`src/design/msll_pkg.sv`:
```
`timescale 1ns / 1ps
// ----------------------------------------------------------------------------
// msll_pkg
// Shared types and constants of the masked sigmoid log likelihood core.
// ----------------------------------------------------------------------------
package msll_pkg;

	localparam logic [2:0] REG_CENTER_FIRST   = 3'd0;
	localparam logic [2:0] REG_CENTER_SECOND  = 3'd1;
	localparam logic [2:0] REG_INVERSE_SLOPE  = 3'd2;
	localparam logic [2:0] REG_SEQUENCE_SEL   = 3'd3;
	localparam logic [2:0] REG_MASK_THRESHOLD = 3'd4;

	localparam logic [30:0] LOG2E_Q30 = 31'd1549082005;
	localparam logic [31:0] LN2_Q32   = 32'd2977044472;
	localparam logic [47:0] SUM_MIN   = 48'h8000_0000_0000;

	typedef struct packed {
		logic       load;
		logic       prep;
		logic       scale;
		logic       log2e;
		logic       exp_step;
		logic       eres;
		logic       log_step;
		logic       ln;
		logic       acc;
		logic       emit;
		logic [3:0] step;
	} cmd_t;

	typedef struct packed {
		logic incl;
		logic last;
		logic out_busy;
	} sts_t;

	// 2^(-2^-(j+1)) in Q0.30
	function automatic logic [29:0] exp_tab(input logic [3:0] j);
		logic [29:0] v;
		unique case (j)
			4'd0:    v = 30'd759250125;
			4'd1:    v = 30'd902905651;
			4'd2:    v = 30'd984625594;
			4'd3:    v = 30'd1028218693;
			4'd4:    v = 30'd1050733751;
			4'd5:    v = 30'd1062175491;
			4'd6:    v = 30'd1067942999;
			4'd7:    v = 30'd1070838486;
			4'd8:    v = 30'd1072289173;
			4'd9:    v = 30'd1073015253;
			4'd10:   v = 30'd1073378477;
			4'd11:   v = 30'd1073560135;
			4'd12:   v = 30'd1073650976;
			4'd13:   v = 30'd1073696399;
			4'd14:   v = 30'd1073719111;
			4'd15:   v = 30'd1073730468;
			default: v = 30'd0;
		endcase
		return v;
	endfunction

endpackage

```
`src/design/msll_ctrl.sv`:
```
`timescale 1ns / 1ps
// ----------------------------------------------------------------------------
// msll_ctrl
// Sequencer: steps one voxel through the datapath phases.
// ----------------------------------------------------------------------------
module msll_ctrl (
	input  logic            clk,
	input  logic            arst_n,
	input  logic            in_valid,
	output logic            in_ready,
	input  msll_pkg::sts_t  sts,
	output msll_pkg::cmd_t  cmd
);

	localparam logic [3:0] ST_IDLE  = 4'd0;
	localparam logic [3:0] ST_PREP  = 4'd1;
	localparam logic [3:0] ST_SCALE = 4'd2;
	localparam logic [3:0] ST_LOG2E = 4'd3;
	localparam logic [3:0] ST_EXP   = 4'd4;
	localparam logic [3:0] ST_ERES  = 4'd5;
	localparam logic [3:0] ST_LOG   = 4'd6;
	localparam logic [3:0] ST_LN    = 4'd7;
	localparam logic [3:0] ST_ACC   = 4'd8;
	localparam logic [3:0] ST_DONE  = 4'd9;

	logic [3:0] state_q, state_d;
	logic [3:0] cnt_q, cnt_d;

	assign in_ready = (state_q == ST_IDLE);

	always_comb begin
		state_d = state_q;
		cnt_d   = cnt_q;
		cmd     = '0;
		cmd.step = cnt_q;
		unique case (state_q)
			ST_IDLE: begin
				if (in_valid) begin
					cmd.load = 1'b1;
					state_d  = ST_PREP;
				end
			end
			ST_PREP: begin
				cmd.prep = 1'b1;
				state_d  = ST_SCALE;
			end
			ST_SCALE: begin
				cmd.scale = 1'b1;
				state_d   = ST_LOG2E;
			end
			ST_LOG2E: begin
				cmd.log2e = sts.incl;
				cnt_d     = '0;
				state_d   = sts.incl ? ST_EXP : ST_DONE;
			end
			ST_EXP: begin
				cmd.exp_step = 1'b1;
				cnt_d        = cnt_q + 4'd1;
				if (cnt_q == 4'd15) begin
					state_d = ST_ERES;
				end
			end
			ST_ERES: begin
				cmd.eres = 1'b1;
				cnt_d    = '0;
				state_d  = ST_LOG;
			end
			ST_LOG: begin
				cmd.log_step = 1'b1;
				cnt_d        = cnt_q + 4'd1;
				if (cnt_q == 4'd15) begin
					state_d = ST_LN;
				end
			end
			ST_LN: begin
				cmd.ln  = 1'b1;
				state_d = ST_ACC;
			end
			ST_ACC: begin
				cmd.acc = 1'b1;
				state_d = ST_DONE;
			end
			ST_DONE: begin
				// a last beat waits for the result register to drain
				if (!sts.last) begin
					state_d = ST_IDLE;
				end else if (!sts.out_busy) begin
					cmd.emit = 1'b1;
					state_d  = ST_IDLE;
				end
			end
			default: begin
				state_d = ST_IDLE;
			end
		endcase
	end

	always_ff @(posedge clk or negedge arst_n) begin
		if (!arst_n) begin
			state_q <= ST_IDLE;
			cnt_q   <= '0;
		end else begin
			state_q <= state_d;
			cnt_q   <= cnt_d;
		end
	end

endmodule

```
`config.mk`:
```
export PLATFORM = sky130hd
export DESIGN_NAME = msll_ctrl
export DESIGN_NICKNAME = d
export VERILOG_FILES = /design/src/design/msll_pkg.sv /design/src/design/msll_ctrl.sv
export SDC_FILE = /design/constraint.sdc
export NUM_CORES = 1
export LEC_CHECK = 0
export BUFFER_PORTS_ARGS = -buffer_cell sky130_fd_sc_hd__buf_4
export CORE_AREA = 2 2 39 41
export DETAILED_ROUTE_END_ITERATION = 12
export DIE_AREA = 0 0 41 43
export PLACE_DENSITY = 0.74
export SLEW_MARGIN = 0
export SYNTH_ARGS = -nofsm -noshare
export SYNTH_HDL_FRONTEND = slang
export SYNTH_SLANG_ARGS = --single-unit
export TNS_END_PERCENT = 50
```
`constraint.sdc`:
```
create_clock -name clk -period 2 [get_ports clk]
set_clock_uncertainty 0.1 [all_clocks]
set_input_delay 0.2 -clock clk [delete_from_list [all_inputs] [get_ports clk]]
set_output_delay 0.2 -clock clk [all_outputs]
set_load 0.05 [all_outputs]
```
== Yosys cells after proc, flatten, opt, wreduce, memory -nomap -nowiden ==
Cells that the tools add are included.

* Add/subtract/negate cells: 1
* Multiply operators: 0
* Divide/modulo/power cells: 0
* Magnitude comparators: 0
* Equal/unequal tests: 14
* Shift-type cells: 0
* Mux-type cells: 21
* Bitwise operators: 0
* Reduce and logical (&&, ||, !) cells: 5

{| class="wikitable"
|+ Operators with widths
! cell !! count
|-
| $pmux 4 s10 || 1
|-
| $mux 4 || 6
|-
| $eq 4x3->1 const B || 4
|-
| $mux 1 || 13
|-
| $eq 4x4->1 const B || 3
|-
| $eq 4x2->1 const B || 2
|-
| $pmux 4 s2 || 1
|-
| $ne 2x2->1 const B || 3
|-
| $add 4x1->4 const B || 1
|-
| $eq 4x1->1 const B || 1
|-
| $logic_not 4->1 || 1
|-
| $reduce_and 4->1 || 1
|-
| $reduce_or 2->1 || 2
|-
| $ne 3x3->1 const B || 1
|-
| $reduce_bool 2->1 || 1
|}

* Register bits: 8
* Latch bits: 0
* Memory bits (writable): 0
* Memory bits (read-only): 0
* Input port bits: 6
* Memories kept: 0

== Logic depth before layout (Yosys ltp) ==
* Depth in word-level cells: 3
* Gate-level depth with buffers: 5

== Worst setup path after synthesis ==
No wires, ideal clock.

* Path kind: reg-to-output
* From: reg state_q[2]
* To: out cmd[13] (netlist bit)
* Arrival: 2.100 ns
* Required time: 1.700 ns
* Setup slack: -0.400 ns
* Stages on the path, launching flop included: 4
* Buffers on the path: 1
* Cell sequence: dfrtp_1 > buf_6 > nor4_2 > and2_1

{| class="wikitable"
|+ RTL lines
! item !! line !! RTL
|-
| start: declaration || msll_ctrl.sv:26 || <nowiki>logic [3:0] state_q, state_d;</nowiki>
|-
| start signal: assignment || msll_ctrl.sv:103 || <nowiki>state_q <= state_d;</nowiki>
|-
| end: declaration || msll_ctrl.sv:12 || <nowiki>output msll_pkg::cmd_t cmd</nowiki>
|}

==> out/results.tsv <==
metric	value	unit
P_sw	811	µW
Yosys top cell by area	dfrtp_1	
Finished Core Util	55.9	%
antenna cell count	0	
Final Cell Area	773	µm²
Clk pwr share	9.4	%
Worst-Skew Late Latency	270	ps
vias	583	
Max Cap Viol	0	
DP Area	741	µm²
FF+latch area	200	µm²
critical path peak fanout	11	
GRT Util Overall	19.8	%
Slew Limit Headroom	68.9	%
RSZ-0062 raised after global routing	no	
post-CTS sizing	0	
CTS tree	built	
average wire per standard cell	13.6	µm
Hold Crit Class	primary input to register	
WS Path Type	register to output port	
fmax	0.550	GHz
Setup crit end kind	output port	
syn_area_per_cell	8.41	µm²
dpl hpwl	1090	µm
synth top area cells	dfrtp_1, buf_6, a21oi_1	
layout cells sized above 1	33.3	%
Clock Tree Buf Depth	2	
area share of the largest cell type after synthesis	33.5	%
row count	14	
vias per cell	5.50	
gpl congestion	0.770	
Cells after Synth	71	
async set or reset register ratio after synthesis	100	%
Setup crit start kind	register	
synthesized cell area	597	µm²
Hold Fails Final Rpt	0	
Worst-path clk slew	60	ps
DRT Pass-1 Iters	4	
initial antenna violation count	0	
global route overflow	0	
worst path bufs/invs	1	
die area	0.00176	mm²
Comb pwr share	64.8	%
Port Buffers	20	
Nets	99	
Max IR drop VDD	0.976	mV
DRC Markers	0	
Req. time, crit path	1700	ps
fillers	139	
number of global-route vias before repair	511	
Synth Flop Type	dfrtp_1	
critical path's slowest cell	dfrtp_1	
Post-CTS Hold Buffers	1	
Post-synth top cells	dfrtp_1, nor2_1, a21oi_1, nor3_1	
I/O pin cnt	21	
largest net degree at the start of global routing	13	
sequential share of the synthesized area	33.5	%
antenna-violating nets left	0	
multi-input logic area	348	µm²
first-pass GRT wire length	2350	µm
slowest stage delay, CP	540	ps
flops & latches, synth	8	
Syn Nets	78	
Post-synth EDFFs	0	
period utilization	91.0	%
Power Density	1830	mW/mm²
area delta synth->final	29.6	%
cts bufs inserted	3	
Routed WL	1440	µm
initial drt markers	7	
synth warn	0	
CTS H-tree lvls	1	
Clock Tree Root	clkbuf_4	
core area	0.00138	mm²
Netlist cell types	30	
switching share of power	57.2	%
cell family with most CP delay	flip-flops	
fin. max-slew vios	0	
most common cell in the netlist	dfrtp_1	
Worst Max-Slew Pin Slew	467	ps
Internal	606	µW
total leakage power	0.000355	µW
Flop pwr share	25.8	%
# Post-CTS Setup Buffers	0	
status	completed	
Die X	41	µm
Setup TNS Final	0	ps
crit path DAT	1520	ps
initial core utilization	43.1	%
Die Y	43	µm
fin crit period	1820	ps
Sink Count	8	
Cell Chain, Critical Path	and2_1, nand2_1, nor3_1, buf_4	
setup violation total in the final timing report	0	
[placed cells by master (no fill, tap or decap)]
cell	count
a31oi_1	1
nor4b_1	1
nand2_1	4
clkbuf_4	3
a22oi_1	2
a311oi_2	1
dfrtp_1	8
ha_1	1
and3_1	1
o21ai_0	2
inv_1	2
o22ai_1	1
nand4_1	1
nand2b_4	1
o21ai_1	4
nand3_1	2
o41ai_2	1
nand2b_1	2
o311ai_1	1
nor2b_1	3
nor4_1	1
and2_1	2
nor3_1	5
nor4_4	1
nor2_1	7
dlygate4sd3_1	1
buf_4	22
nor3_2	1
a21oi_1	6
o31ai_1	2
[metrics by stage]
step	hold WS (ps)	setup slack [ps]	total power [µW]	cells
6_report	145	181	1420	106
3_3_place_gp	-75.4	477	1270	102
2_1_floorplan	-196	-91.4	1110	71
5_1_grt	141	25.5	1520	106
4_1_cts	140	167	1430	106
3_5_place_dp	-75.9	455	1290	102
[power by group through the flow]
| stage | sequential [µW] | combinational (µW) | clock, µW |
|---|---|---|---|
| finish | 366 | 918 | 133 |
| CTS | 365 | 926 | 136 |
| floorplan | 327 | 781 | 0 |
| global route | 387 | 992 | 145 |
| detailed placement | 368 | 923 | 0 |
| global placement | 364 | 908 | 0 |
[layout make-up]
cell class	count	share of cell area [%]
multi-input combinational	54	45.0
tap	16	2.59
clock buffer	3	2.91
inverter	2	0.971
timing repair buffer	23	22.7
sequential	8	25.9
[registers in the layout, summed over array words and instances, names as in the netlist]
| register | cells |
|---|---|
| cnt_q | 4 |
| state_q | 4 |
[final timing paths]
kind,to,cells after the start,from,slack (ps)
setup reg to reg,cnt_q[2],4,state_q[0],530
min in group asynchronous,cnt_q[1],2,arst_n,180
max in group asynchronous,state_q[0],2,arst_n,1480
hold / removal,state_q[2],3,sts[2],150
hold reg to reg,cnt_q[3],2,cnt_q[3],520
setup / recovery,cmd[10],4,state_q[1],180
[tightest hold or removal path: cells and delay by family]
| kind | cells | cell delay (ps) |
|---|---|---|
| compound gates | 1 | 70 |
| buf+inv | 1 | 120 |
| simple gates | 1 | 70 |
[cells by family (layout without fill, tap and decap cells)]
kind of cell / count (synthesis) / after routing / share of synthesized area [%]
adders and majority gates: 1 / 1 / 2.10
DFF: 8 / 8 / 33.5
AOI/OAI and AO/OA: 21 / 21 / 23.9
buffers and inverters: 9 / 28 / 10.5
and+or+nand+nor: 32 / 32 / 30.0
[metal layers]
metal | track usage, % | share of wire [%]
met5 | 0 | 0
met4 | 10.0 | 1.8
met3 | 3.14 | 6.0
met2 | 30.3 | 48
met1 | 25.7 | 44
Note: power is estimated with default switching activity, not from simulation.
